==> config.mk <==
export PLATFORM = sky130hd
export DESIGN_NAME = frame_energy_agc
export DESIGN_NICKNAME = d
export VERILOG_FILES = /design/src/rtl/core/fea_pkg.sv /design/src/rtl/core/fea_div.sv /design/src/rtl/core/fea_front.sv /design/src/rtl/core/fea_back.sv /design/src/rtl/core/frame_energy_agc.sv
export SDC_FILE = /design/constraint.sdc
export NUM_CORES = 2
export LEC_CHECK = 0
export ABC_CLOCK_PERIOD_IN_PS = 22300
export BUFFER_PORTS_ARGS = -buffer_cell sky130_fd_sc_hd__buf_2
export CAP_MARGIN = 20
export CORE_ASPECT_RATIO = 1.5
export CORE_MARGIN = 5
export CORE_UTILIZATION = 65
export CTS_CLUSTER_DIAMETER = 100
export DETAILED_ROUTE_END_ITERATION = 6
export PLACE_DENSITY = 0.92
export SYNTH_ARGS = -nofsm -noshare
export SYNTH_HDL_FRONTEND = slang
export SYNTH_HIERARCHICAL = 1
export SYNTH_SLANG_ARGS = --single-unit
==> constraint.sdc <==
create_clock -name clk -period 22.3 [get_ports clk]
set_clock_uncertainty 0.1 [all_clocks]
set_input_delay 2.23 -clock clk [delete_from_list [all_inputs] [get_ports clk]]
set_output_delay 2.23 -clock clk [all_outputs]
set_load 0.05 [all_outputs]
==> src/rtl/core/fea_pkg.sv <==
`timescale 1ns / 1ps

package fea_pkg;

	localparam int SAMPLE_W   = 16;
	localparam int STEP_W     = 5;
	localparam int CODE_W     = 15;
	localparam int ENERGY_W   = 28;
	localparam int TOTAL_W    = 32;
	localparam int FRAMES_W   = 17;
	localparam int STREAK_W   = 32;
	localparam int CFG_IDX_W  = 3;
	localparam int CFG_DATA_W = 20;
	localparam int LEVEL_W    = 20;
	localparam int FACTOR_W   = 8;
	localparam int PERIOD_W   = 16;
	localparam int CHAN_W     = 4;
	localparam int DIV_W      = 32;
	localparam int QUEUE_DEPTH = 2;

	localparam logic signed [STEP_W-1:0] STEP_MAX = 5'sd13;
	localparam logic signed [STEP_W-1:0] STEP_MIN = -5'sd13;
	localparam logic [CODE_W-1:0] UNITY_CODE = 15'd4096;

	typedef enum logic [CFG_IDX_W-1:0] {
		REG_TARGET  = 3'd0,
		REG_LOW     = 3'd1,
		REG_MARGIN  = 3'd2,
		REG_FACTOR  = 3'd3,
		REG_PERIOD  = 3'd4,
		REG_CHANNEL = 3'd5
	} cfg_reg_t;

	// One queued word: the sample and its frame end flag.
	typedef struct packed {
		logic [SAMPLE_W-1:0] sample;
		logic                last;
	} fea_word_t;

	// Head of the queue as the back end sees it.
	typedef struct packed {
		logic      valid;
		fea_word_t word;
	} fea_head_t;

	typedef struct packed {
		logic             start;
		logic [DIV_W-1:0] dividend;
		logic [DIV_W-1:0] divisor;
	} div_req_t;

	typedef struct packed {
		logic             done;
		logic [DIV_W-1:0] quotient;
	} div_rsp_t;

	function automatic logic [CODE_W-1:0] boost_code(input logic [3:0] m);
		logic [CODE_W-1:0] c;
		case (m)
			4'd1:    c = 15'd5120;
			4'd2:    c = 15'd6144;
			4'd3:    c = 15'd7168;
			4'd4:    c = 15'd8192;
			4'd5:    c = 15'd9216;
			4'd6:    c = 15'd10240;
			4'd7:    c = 15'd11264;
			4'd8:    c = 15'd12288;
			4'd9:    c = 15'd13312;
			4'd10:   c = 15'd14336;
			4'd11:   c = 15'd15360;
			4'd12:   c = 15'd16384;
			4'd13:   c = 15'd18432;
			default: c = UNITY_CODE;
		endcase
		return c;
	endfunction

	function automatic logic [CODE_W-1:0] cut_code(input logic [3:0] m);
		logic [CODE_W-1:0] c;
		case (m)
			4'd1:    c = 15'd3756;
			4'd2:    c = 15'd3416;
			4'd3:    c = 15'd3076;
			4'd4:    c = 15'd2736;
			4'd5:    c = 15'd2396;
			4'd6:    c = 15'd2056;
			4'd7:    c = 15'd1716;
			4'd8:    c = 15'd1376;
			4'd9:    c = 15'd1036;
			4'd10:   c = 15'd356;
			4'd11:   c = 15'd70;
			4'd12:   c = 15'd16;
			4'd13:   c = 15'd0;
			default: c = UNITY_CODE;
		endcase
		return c;
	endfunction

	// Gain code in Q3.12 for a volume step; step zero is unity.
	function automatic logic [CODE_W-1:0] gain_code(input logic [STEP_W-1:0] step);
		logic [STEP_W-1:0] mag;
		logic [CODE_W-1:0] c;
		mag = step[STEP_W-1] ? (STEP_W'(0) - step) : step;
		if (step[STEP_W-1]) begin
			c = cut_code(mag[3:0]);
		end else begin
			c = boost_code(mag[3:0]);
		end
		return c;
	endfunction

	function automatic logic [STREAK_W-1:0] sat_inc(input logic [STREAK_W-1:0] v);
		return (v == '1) ? v : v + STREAK_W'(1);
	endfunction

endpackage

==> src/rtl/core/fea_div.sv <==
`timescale 1ns / 1ps

module fea_div (
	input  logic               clk,
	input  logic               arst_n,
	input  fea_pkg::div_req_t  req,
	output fea_pkg::div_rsp_t  rsp
);

	localparam int W     = fea_pkg::DIV_W;
	localparam int CNT_W = $clog2(W);

	logic [W-1:0]     rem_q;
	logic [W-1:0]     quo_q;
	logic [W-1:0]     den_q;
	logic [CNT_W-1:0] cnt_q;
	logic             busy_q;
	logic             done_q;

	logic [W:0] shifted;
	logic [W:0] diff;

	assign shifted = {rem_q, quo_q[W-1]};
	assign diff    = shifted - {1'b0, den_q};

	always_ff @(posedge clk or negedge arst_n) begin
		if (!arst_n) begin
			busy_q <= 1'b0;
			done_q <= 1'b0;
			cnt_q  <= '0;
		end else begin
			done_q <= 1'b0;
			if (req.start) begin
				busy_q <= 1'b1;
				cnt_q  <= CNT_W'(W - 1);
			end else if (busy_q) begin
				cnt_q <= cnt_q - CNT_W'(1);
				if (cnt_q == '0) begin
					busy_q <= 1'b0;
					done_q <= 1'b1;
				end
			end
		end
	end

	// One quotient bit per cycle, restoring.
	always_ff @(posedge clk) begin
		if (req.start) begin
			rem_q <= '0;
			quo_q <= req.dividend;
			den_q <= req.divisor;
		end else if (busy_q) begin
			if (!diff[W]) begin
				rem_q <= diff[W-1:0];
				quo_q <= {quo_q[W-2:0], 1'b1};
			end else begin
				rem_q <= shifted[W-1:0];
				quo_q <= {quo_q[W-2:0], 1'b0};
			end
		end
	end

	assign rsp.done     = done_q;
	assign rsp.quotient = quo_q;

endmodule

==> src/rtl/core/fea_front.sv <==
`timescale 1ns / 1ps

module fea_front (
	input  logic                                clk,
	input  logic                                arst_n,
	input  logic                                in_valid,
	output logic                                in_stall,
	input  logic signed [fea_pkg::SAMPLE_W-1:0] sample_in,
	input  logic                                frame_end,
	output fea_pkg::fea_head_t                  head,
	input  logic                                pop
);

	localparam int DEPTH = fea_pkg::QUEUE_DEPTH;
	localparam int PTR_W = $clog2(DEPTH);
	localparam int CNT_W = $clog2(DEPTH + 1);

	fea_pkg::fea_word_t slot_q [DEPTH];
	logic [PTR_W-1:0] wr_ptr_q;
	logic [PTR_W-1:0] rd_ptr_q;
	logic [CNT_W-1:0] count_q;

	logic push;
	logic take;

	assign in_stall = (count_q == CNT_W'(DEPTH));
	assign push     = in_valid && !in_stall;
	assign take     = pop && (count_q != '0);

	always_ff @(posedge clk or negedge arst_n) begin
		if (!arst_n) begin
			wr_ptr_q <= '0;
			rd_ptr_q <= '0;
			count_q  <= '0;
		end else begin
			if (push) begin
				wr_ptr_q <= (wr_ptr_q == PTR_W'(DEPTH - 1)) ? '0 : wr_ptr_q + PTR_W'(1);
			end
			if (take) begin
				rd_ptr_q <= (rd_ptr_q == PTR_W'(DEPTH - 1)) ? '0 : rd_ptr_q + PTR_W'(1);
			end
			case ({push, take})
				2'b10:   count_q <= count_q + CNT_W'(1);
				2'b01:   count_q <= count_q - CNT_W'(1);
				default: count_q <= count_q;
			endcase
		end
	end

	always_ff @(posedge clk) begin
		if (push) begin
			slot_q[wr_ptr_q].sample <= sample_in;
			slot_q[wr_ptr_q].last   <= frame_end;
		end
	end

	assign head.valid = (count_q != '0);
	assign head.word  = slot_q[rd_ptr_q];

endmodule

==> src/rtl/core/fea_back.sv <==
`timescale 1ns / 1ps

module fea_back #(
	parameter int MAX_FRAME_ITEMS = 4096
) (
	input  logic                                  clk,
	input  logic                                  arst_n,
	input  logic                                  cfg_we,
	input  logic [fea_pkg::CFG_IDX_W-1:0]         cfg_index,
	input  logic [fea_pkg::CFG_DATA_W-1:0]        cfg_wdata,
	input  fea_pkg::fea_head_t                    head,
	output logic                                  pop,
	output logic                                  out_valid,
	input  logic                                  out_stall,
	output logic signed [fea_pkg::SAMPLE_W-1:0]   sample_out,
	output logic                                  frame_last,
	output logic                                  period_done,
	output logic signed [fea_pkg::STEP_W-1:0]     volume_step
);

	localparam int ITEM_W = $clog2(MAX_FRAME_ITEMS + 1);
	localparam int SW     = fea_pkg::SAMPLE_W;
	localparam int DW     = fea_pkg::DIV_W;
	localparam int EW     = fea_pkg::ENERGY_W;
	localparam int TW     = fea_pkg::TOTAL_W;
	localparam int FW     = fea_pkg::FRAMES_W;
	localparam int KW     = fea_pkg::STREAK_W;
	localparam int PW     = 20;

	typedef enum logic [2:0] {
		ST_IDLE,
		ST_SCALE,
		ST_SAMP,
		ST_ENRG,
		ST_SCORE,
		ST_AVG,
		ST_STREAK,
		ST_STEP
	} state_t;

	state_t state_q;

	logic [fea_pkg::LEVEL_W-1:0]  target_q;
	logic [fea_pkg::LEVEL_W-1:0]  low_q;
	logic [fea_pkg::LEVEL_W-1:0]  margin_q;
	logic [fea_pkg::FACTOR_W-1:0] factor_q;
	logic [fea_pkg::PERIOD_W-1:0] period_q;
	logic [fea_pkg::CHAN_W-1:0]   chan_q;

	logic [fea_pkg::STEP_W-1:0] gain_q;
	logic [EW-1:0]              energy_q;
	logic [ITEM_W-1:0]          items_q;
	logic [TW-1:0]              total_q;
	logic [FW-1:0]              frames_q;
	logic [KW-1:0]              over_q;
	logic [KW-1:0]              under_q;

	logic [PW-1:0]  prod_s1;
	logic           neg_s1;
	logic           last_s1;
	logic [SW-1:0]  y_q;
	logic [TW-1:0]  score_q;
	logic [DW-1:0]  avg_q;

	logic            out_valid_q;
	logic [SW-1:0]   sample_q;
	logic            last_q;
	logic            done_q;
	logic [fea_pkg::STEP_W-1:0] step_q;

	fea_pkg::div_req_t div_req_q;
	fea_pkg::div_rsp_t div_rsp;

	fea_div u_div (
		.clk    (clk),
		.arst_n (arst_n),
		.req    (div_req_q),
		.rsp    (div_rsp)
	);

	// Channel count zero counts as one.
	logic [fea_pkg::CHAN_W-1:0] chan_eff;
	assign chan_eff = (chan_q == '0) ? fea_pkg::CHAN_W'(1) : chan_q;

	// Gain multiply on the queue head.
	logic [SW:0]   in_mag;
	logic [31:0]   product;
	assign in_mag  = head.word.sample[SW-1] ? ((SW+1)'(0) - {1'b1, head.word.sample})
	                                       : {1'b0, head.word.sample};
	assign product = 32'(in_mag) * 32'(fea_pkg::gain_code(gain_q));

	assign pop = (state_q == ST_IDLE) && head.valid && (!out_valid_q || !out_stall);

	// Saturate and accumulate.
	logic [SW-1:0]     y_mag;
	logic [SW-1:0]     y_val;
	logic [EW:0]       energy_sum;
	logic [EW-1:0]     energy_new;
	logic [ITEM_W-1:0] items_new;
	always_comb begin
		if (neg_s1) begin
			y_mag = (prod_s1 > PW'(32768)) ? SW'(32768) : prod_s1[SW-1:0];
			y_val = SW'(0) - y_mag;
		end else begin
			y_mag = (prod_s1 > PW'(32767)) ? SW'(32767) : prod_s1[SW-1:0];
			y_val = y_mag;
		end
		energy_sum = {1'b0, energy_q} + (EW+1)'(y_mag);
		energy_new = energy_sum[EW] ? '1 : energy_sum[EW-1:0];
		items_new  = (items_q < ITEM_W'(MAX_FRAME_ITEMS)) ? items_q + ITEM_W'(1) : items_q;
	end

	// Period bookkeeping.
	logic [TW:0]   total_sum;
	logic [TW-1:0] total_new;
	logic [FW-1:0] frames_new;
	logic          closes;
	assign total_sum  = {1'b0, total_q} + {1'b0, score_q};
	assign total_new  = total_sum[TW] ? '1 : total_sum[TW-1:0];
	assign frames_new = frames_q + FW'(1);
	assign closes     = frames_new > FW'(period_q);

	// Streak rules on the period average.
	logic [DW-1:0] target_w;
	logic [DW-1:0] margin_w;
	logic [KW-1:0] over_next;
	logic [KW-1:0] under_next;
	always_comb begin
		target_w = DW'(target_q);
		margin_w = DW'(margin_q);
		if (avg_q > target_w) begin
			over_next = ((avg_q - target_w) > margin_w) ? fea_pkg::sat_inc(over_q) : over_q;
		end else begin
			over_next = '0;
		end
		if (avg_q < DW'(low_q)) begin
			under_next = KW'(factor_q) + KW'(1);
		end else if ((avg_q < target_w) && ((target_w - avg_q) > margin_w)) begin
			under_next = fea_pkg::sat_inc(under_q);
		end else begin
			under_next = '0;
		end
	end

	logic [fea_pkg::STEP_W-1:0] gain_next;
	always_comb begin
		gain_next = gain_q;
		if (over_q > KW'(factor_q)) begin
			if ($signed(gain_q) > fea_pkg::STEP_MIN) begin
				gain_next = gain_q - fea_pkg::STEP_W'(1);
			end
		end else if (under_q > KW'(factor_q)) begin
			if ($signed(gain_q) < fea_pkg::STEP_MAX) begin
				gain_next = gain_q + fea_pkg::STEP_W'(1);
			end
		end
	end

	logic [DW-1:0] samples;
	assign samples = (div_rsp.quotient == '0) ? DW'(1) : div_rsp.quotient;

	always_ff @(posedge clk or negedge arst_n) begin
		if (!arst_n) begin
			target_q <= '0;
			low_q    <= '0;
			margin_q <= '0;
			factor_q <= '0;
			period_q <= '0;
			chan_q   <= fea_pkg::CHAN_W'(1);
		end else if (cfg_we) begin
			case (fea_pkg::cfg_reg_t'(cfg_index))
				fea_pkg::REG_TARGET:  target_q <= cfg_wdata[fea_pkg::LEVEL_W-1:0];
				fea_pkg::REG_LOW:     low_q    <= cfg_wdata[fea_pkg::LEVEL_W-1:0];
				fea_pkg::REG_MARGIN:  margin_q <= cfg_wdata[fea_pkg::LEVEL_W-1:0];
				fea_pkg::REG_FACTOR:  factor_q <= cfg_wdata[fea_pkg::FACTOR_W-1:0];
				fea_pkg::REG_PERIOD:  period_q <= cfg_wdata[fea_pkg::PERIOD_W-1:0];
				fea_pkg::REG_CHANNEL: chan_q   <= cfg_wdata[fea_pkg::CHAN_W-1:0];
				default: ;
			endcase
		end
	end

	always_ff @(posedge clk or negedge arst_n) begin
		if (!arst_n) begin
			state_q         <= ST_IDLE;
			gain_q          <= '0;
			energy_q        <= '0;
			items_q         <= '0;
			total_q         <= '0;
			frames_q        <= '0;
			over_q          <= '0;
			under_q         <= '0;
			out_valid_q     <= 1'b0;
			div_req_q       <= '0;
			y_q             <= '0;
			score_q         <= '0;
			avg_q           <= '0;
			sample_q        <= '0;
			last_q          <= 1'b0;
			done_q          <= 1'b0;
			step_q          <= '0;
		end else begin
			div_req_q.start <= 1'b0;
			if (!out_stall) begin
				out_valid_q <= 1'b0;
			end
			case (state_q)
				ST_IDLE: begin
					if (pop) begin
						state_q <= ST_SCALE;
					end
				end
				ST_SCALE: begin
					y_q <= y_val;
					if (last_s1 && (target_q != '0)) begin
						energy_q           <= energy_new;
						div_req_q.start    <= 1'b1;
						div_req_q.dividend <= DW'(items_new);
						div_req_q.divisor  <= DW'(chan_eff);
						state_q            <= ST_SAMP;
					end else begin
						energy_q    <= last_s1 ? '0 : energy_new;
						items_q     <= last_s1 ? '0 : items_new;
						out_valid_q <= 1'b1;
						sample_q    <= y_val;
						last_q      <= last_s1;
						done_q      <= 1'b0;
						step_q      <= gain_q;
						state_q     <= ST_IDLE;
					end
				end
				ST_SAMP: begin
					if (div_rsp.done) begin
						div_req_q.start    <= 1'b1;
						div_req_q.dividend <= DW'(energy_q);
						div_req_q.divisor  <= samples;
						state_q            <= ST_ENRG;
					end
				end
				ST_ENRG: begin
					if (div_rsp.done) begin
						score_q <= TW'(div_rsp.quotient * DW'(chan_eff));
						state_q <= ST_SCORE;
					end
				end
				ST_SCORE: begin
					energy_q <= '0;
					items_q  <= '0;
					if (closes) begin
						total_q            <= '0;
						frames_q           <= '0;
						div_req_q.start    <= 1'b1;
						div_req_q.dividend <= DW'(total_new);
						div_req_q.divisor  <= DW'(frames_new);
						state_q            <= ST_AVG;
					end else begin
						total_q     <= total_new;
						frames_q    <= frames_new;
						out_valid_q <= 1'b1;
						sample_q    <= y_q;
						last_q      <= 1'b1;
						done_q      <= 1'b0;
						step_q      <= gain_q;
						state_q     <= ST_IDLE;
					end
				end
				ST_AVG: begin
					if (div_rsp.done) begin
						avg_q   <= div_rsp.quotient;
						state_q <= ST_STREAK;
					end
				end
				ST_STREAK: begin
					over_q  <= over_next;
					under_q <= under_next;
					state_q <= ST_STEP;
				end
				ST_STEP: begin
					gain_q      <= gain_next;
					out_valid_q <= 1'b1;
					sample_q    <= y_q;
					last_q      <= 1'b1;
					done_q      <= 1'b1;
					step_q      <= gain_next;
					state_q     <= ST_IDLE;
				end
				default: state_q <= ST_IDLE;
			endcase
		end
	end

	// Product stage: capture the scaled magnitude as the word leaves the queue.
	always_ff @(posedge clk) begin
		if (pop) begin
			prod_s1 <= product[31:12];
			neg_s1  <= head.word.sample[SW-1];
			last_s1 <= head.word.last;
		end
	end

	assign out_valid   = out_valid_q;
	assign sample_out  = sample_q;
	assign frame_last  = last_q;
	assign period_done = done_q;
	assign volume_step = step_q;

endmodule

==> src/rtl/core/frame_energy_agc.sv <==
`timescale 1ns / 1ps
// Path: a word passes the queue slot, the product stage and the output register
// when the back end is free; a frame end with adaptation on (nonzero target) adds
// two divisions (items per channel, then energy per sample), and one that closes a
// period a third. Flow: the back end pops no new sample until it has finished the last.
// Reset: arst_n clears the queue, the gain loop and the output word at once;
// all config registers read zero except channel count, which reads 1.
module frame_energy_agc #(
	parameter int MAX_FRAME_ITEMS = 4096
) (
	input  logic                                  clk,
	input  logic                                  arst_n,
	input  logic                                  cfg_we,
	input  logic [fea_pkg::CFG_IDX_W-1:0]         cfg_index,
	input  logic [fea_pkg::CFG_DATA_W-1:0]        cfg_wdata,
	input  logic                                  in_valid,
	output logic                                  in_stall,
	input  logic signed [fea_pkg::SAMPLE_W-1:0]   sample_in,
	input  logic                                  frame_end,
	output logic                                  out_valid,
	input  logic                                  out_stall,
	output logic signed [fea_pkg::SAMPLE_W-1:0]   sample_out,
	output logic                                  frame_last,
	output logic                                  period_done,
	output logic signed [fea_pkg::STEP_W-1:0]     volume_step
);

	// The front end is a two-word queue: it takes words while the back end
	// is busy scaling or working through a frame-end division, and stalls the
	// source only when both slots are full.
	fea_pkg::fea_head_t head;
	logic               pop;

	fea_front u_front (
		.clk       (clk),
		.arst_n    (arst_n),
		.in_valid  (in_valid),
		.in_stall  (in_stall),
		.sample_in (sample_in),
		.frame_end (frame_end),
		.head      (head),
		.pop       (pop)
	);

	// The back end pops one word at a time: multiply by the current gain code,
	// saturate, accumulate frame energy, and at a frame end with a nonzero target
	// run the score divisions, and at a period close the average division, on the
	// shared divider before moving the volume step. Its output register frees as
	// soon as the sink takes the word, so the next pop overlaps the handoff.
	fea_back #(
		.MAX_FRAME_ITEMS (MAX_FRAME_ITEMS)
	) u_back (
		.clk         (clk),
		.arst_n      (arst_n),
		.cfg_we      (cfg_we),
		.cfg_index   (cfg_index),
		.cfg_wdata   (cfg_wdata),
		.head        (head),
		.pop         (pop),
		.out_valid   (out_valid),
		.out_stall   (out_stall),
		.sample_out  (sample_out),
		.frame_last  (frame_last),
		.period_done (period_done),
		.volume_step (volume_step)
	);

endmodule
==> qor.yml <==
global_route:
  globalRouteOverflowTotal: 0
  grt_max_degree: 163
  globalRouteMet2Util_pct: 57.8
  global_route.peak_usage_layer: "met2"
  grt_util_met1_pct: 37.6
  groute.usage.overall_pct: 33.3
  antenna_found_initial: 1
  first_global_vias: 40400
  first_pass_grt_wire_length_um: 207000
  global_route.usage.met3_pct: 5.57
power_and_ir_drop:
  static-leakage-power_nw: 23.5
  worst_ir_drop_on_vdd_mv: 0.0668
  areal_power_density_over_the_cells_nw_per_um2: 62.0
clock_tree:
  cts_tree: "built"
  clock-sinks: 582
  cts.repair.resized: 0
  clk_pin_slew_worst_paths_ns: 0.06
  clk_root_buffer_cell: "clkbuf_16"
  cts_buffers: 56
  clk_path_buf_depth: 3
  clock_tree.htree_level_count: 2
  clkLatencyLatePin_ns: 0.66
  post-cts-setup-buffers: 0
  hold_buffers: 0
timing:
  final-hold-violation-count: 0
  rsz_0062_raised_after_global_routing: "no"
  postLayoutSetupSlackWorst_ns: 12.51
  layout_min_cycle_time_ns: 9.79
  maxSlewHeadroom_pct: 22.7
  finalMaxSlewViolations: 0
  final.setup.tns_ns: 0
  hold_slack_ns: 0.354
  max_clock_freq_mhz: 102
  final.period_utilization_pct: 43.9
  worst_pin_slew_ns: 1.16
  final-setup-viol-count: 0
detailed_routing:
  routed_vias_inst: 6.48
  wl_per_cell_um: 21.1
  routed_wl_um: 128000
  1st_iter_drt_viols: 4232
  number_of_nets_still_failing_antenna_checks_after_routing: 0
  drc_errors: 0
  detailroute.via_count: 39200
  drtPass1Iterations: 7
floorplanning:
  start_util_pct: 65.6
  core_region_area_um2: 70300
  chipWidth_um: 227
  die_y_um: 336
  rows: 119
  boundaryPins: 70
  floorplan.die_area_um2: 76400
setup_path:
  required_ns: 22.58
  crit_cells: 30
  rr_worst_depth: 30
  crit_type: "reg2reg"
  r2r-end: "u_back/prod_s1[19]"
  path_buf_inv: 5
  crit_family: "adder cells"
  critical_path.max_fanout: 18
  end_kind: "flop"
  timing.critical_path.mode_cell: "fa_1"
  worst-r2r-setup-slack_ns: 12.51
  reg2reg_from: "u_front/rd_ptr_q"
  slowest_delay_ns: 0.80
  crit_arrival_ns: 10.07
  critPathLaunchType: "flop"
  cpMaxStageDelayCell: "dfrtp_1"
hold_path:
  hold_path_class: "reg2reg"
  hold-path-endpoint: "u_back/u_div/den_q[28]"
  min-delay-start: "u_back/div_req_q[28]"
  worst_hold_path.num_cells: 0
logic_synthesis:
  synth_flop_cell: "dfrtp_1"
  synth.yosys.warnings: 6
  async_flop_share_pct: 73.9
  share_of_synthesized_area_occupied_by_flip_flops_and_latches_pct: 32.6
  yosys_register_bits: 582
  count_of_flip_flops_with_a_built_in_enable_after_synthesis: 120
  cell_area_after_synthesis_um2: 46100
  syn-instance-count: 5121
  syn_avg_cell_area_um2: 9.00
  synth.lib_cells_used.distinct: 103
cells_and_area:
  fraction_of_layout_instances_using_a_drive_strength_above_1_pct: 7.90
  nNetsFinal: 5740
  layout.cell_area.non_filler_um2: 49200
  diodes: 0
  relative_area_change_from_synthesis_to_final_layout_pct: 6.79
place:
  worst_setup_slack_before_clock_tree_synthesis_ns: 12.64
  place.detailed.hpwl_um: 92000
  place_congestion: 0.996
  detailed_place.area_um2: 47200
  port_buf_inserts: 69
run_status:
  status: "finished clean"
flow_run:
  maxCapViolations: 0
==> worst register-to-register path: cells and delay by family (launching register included) <==
family	cells	cell delay, ns
adder cells (fa/ha/maj)	8	3.68
buffers and inverters	5	0.42
flip-flops	1	0.80
multiplexers	1	0.50
AND/OR/NAND/NOR	6	1.05
XOR/XNOR	2	0.85
AO/OA/AOI/OAI	8	2.14
==> synth_stat cells, types with 31 or more instances <==
cell type  number  area, um^2
nor2b_1        67         419
fa_1          237        4740
ha_1          365        4570
o31ai_1        48         360
a21o_1        127         953
a22o_1         31         272
nor2_1        388        1460
xnor2_1       138        1210
edfxtp_1      120        3600
dfrtp_1       429       10700
nand3_1        92         460
inv_1         481        1810
a211oi_1       45         338
dfxtp_1        32         641
xor2_1        102         893
nand4_1        45         282
nand2_1       664        2490
o21ai_0       371        1860
a21oi_1       245        1230
mux2_2        106        1190
or3_1          49         307
clkbuf_1      178         668
o21a_1         60         450
nor3_1         75         375
nor4_1         51         319
nand2b_1       58         363
and2_1         31         194
and3_1         41         257
==> layer usage <==
layer  wire length [um]  up-vias
li1                   -    17700
met5                 34        -
met2              63100     1952
met1              44300    18900
met4              11100        2
met3               8970      664
==> power breakdown <==
part,switching (W),internal (W)
clock,0.000461,0.000544
sequential,0.0000561,0.00118
combinational,0.000497,0.000311
total,0.00101,0.00203
==> cell families after synthesis <==
| logic type | share of synthesized area [%] |
|---|---|
| compound gates | 16.9 |
| xor+xnor | 4.56 |
| fa+ha+maj | 20.2 |
| buf+inv | 5.89 |
| flops | 32.6 |
| mux | 2.83 |
| other cells | 0.0163 |
| simple gates | 17.0 |
==> worst max path at each step <==
stage,start,end
final,u_front/rd_ptr_q,u_back/prod_s1[19]
after global routing,u_front/rd_ptr_q,u_back/prod_s1[19]
after CTS,u_front/rd_ptr_q,u_back/prod_s1[19]
after detailed placement,u_front/rd_ptr_q,u_back/prod_s1[19]
after global placement,u_front/rd_ptr_q,u_back/prod_s1[19]
after floorplan,u_back/gain_q[0],u_back/prod_s1[19]
==> state kept, by name, indices dropped and copies added (netlist names), 16 cells and up <==
| name | flops |
|---|---|
| u_back/over_q | 32 |
| u_back/energy_q | 28 |
| u_back/prod_s1 | 20 |
| u_back/margin_q | 20 |
| u_back/u_div/quo_q | 32 |
| u_back/y_q | 16 |
| u_back/u_div/rem_q | 32 |
| u_back/score_q | 32 |
| u_back/under_q | 32 |
| u_back/sample_out | 16 |
| u_back/period_q | 16 |
| u_front/slot_q | 34 |
| u_back/frames_q | 17 |
| u_back/target_q | 20 |
| u_back/avg_q | 32 |
| u_back/div_req_q | 65 |
| u_back/total_q | 32 |
| u_back/low_q | 20 |
| u_back/u_div/den_q | 32 |
==> placed cells by master, fill, tap and decap left out, types with 58 or more instances in the layout <==
cell type  count
nor3_1        72
nand2_1      664
nor2b_1       66
fa_1         237
a21o_1       127
inv_1        481
mux2_2       106
o21a_1        60
ha_1         365
nor2_1       387
nand2b_1      58
xnor2_1      136
a21oi_1      245
nand3_1       92
buf_2         68
xor2_1       102
o21ai_0      371
edfxtp_1     120
dfrtp_1      427
==> final cells by class <==
| type | instances | area, um^2 |
|---|---|---|
| tap | 907 | 1130 |
| clock inverter | 41 | 443 |
| sequential | 582 | 15000 |
| inverter | 484 | 1820 |
| timing repair buffer | 120 | 835 |
| multi-input combinational | 3849 | 28500 |
| fill | 4980 | 21100 |
| clock buffer | 65 | 1480 |
==> stage by stage <==
step | instances | utilization [%] | power [W]
2_1_floorplan | 5133 | - | 0.00179
3_3_place_gp | 5936 | 67.1 | 0.00200
3_5_place_dp | 5937 | 67.1 | 0.00203
4_1_cts | 6043 | 69.8 | 0.00304
5_1_grt | 6048 | 70.0 | 0.00320
6_report | 6048 | 70.0 | 0.00305
No activity file was read; power rests on OpenSTA's default activity.
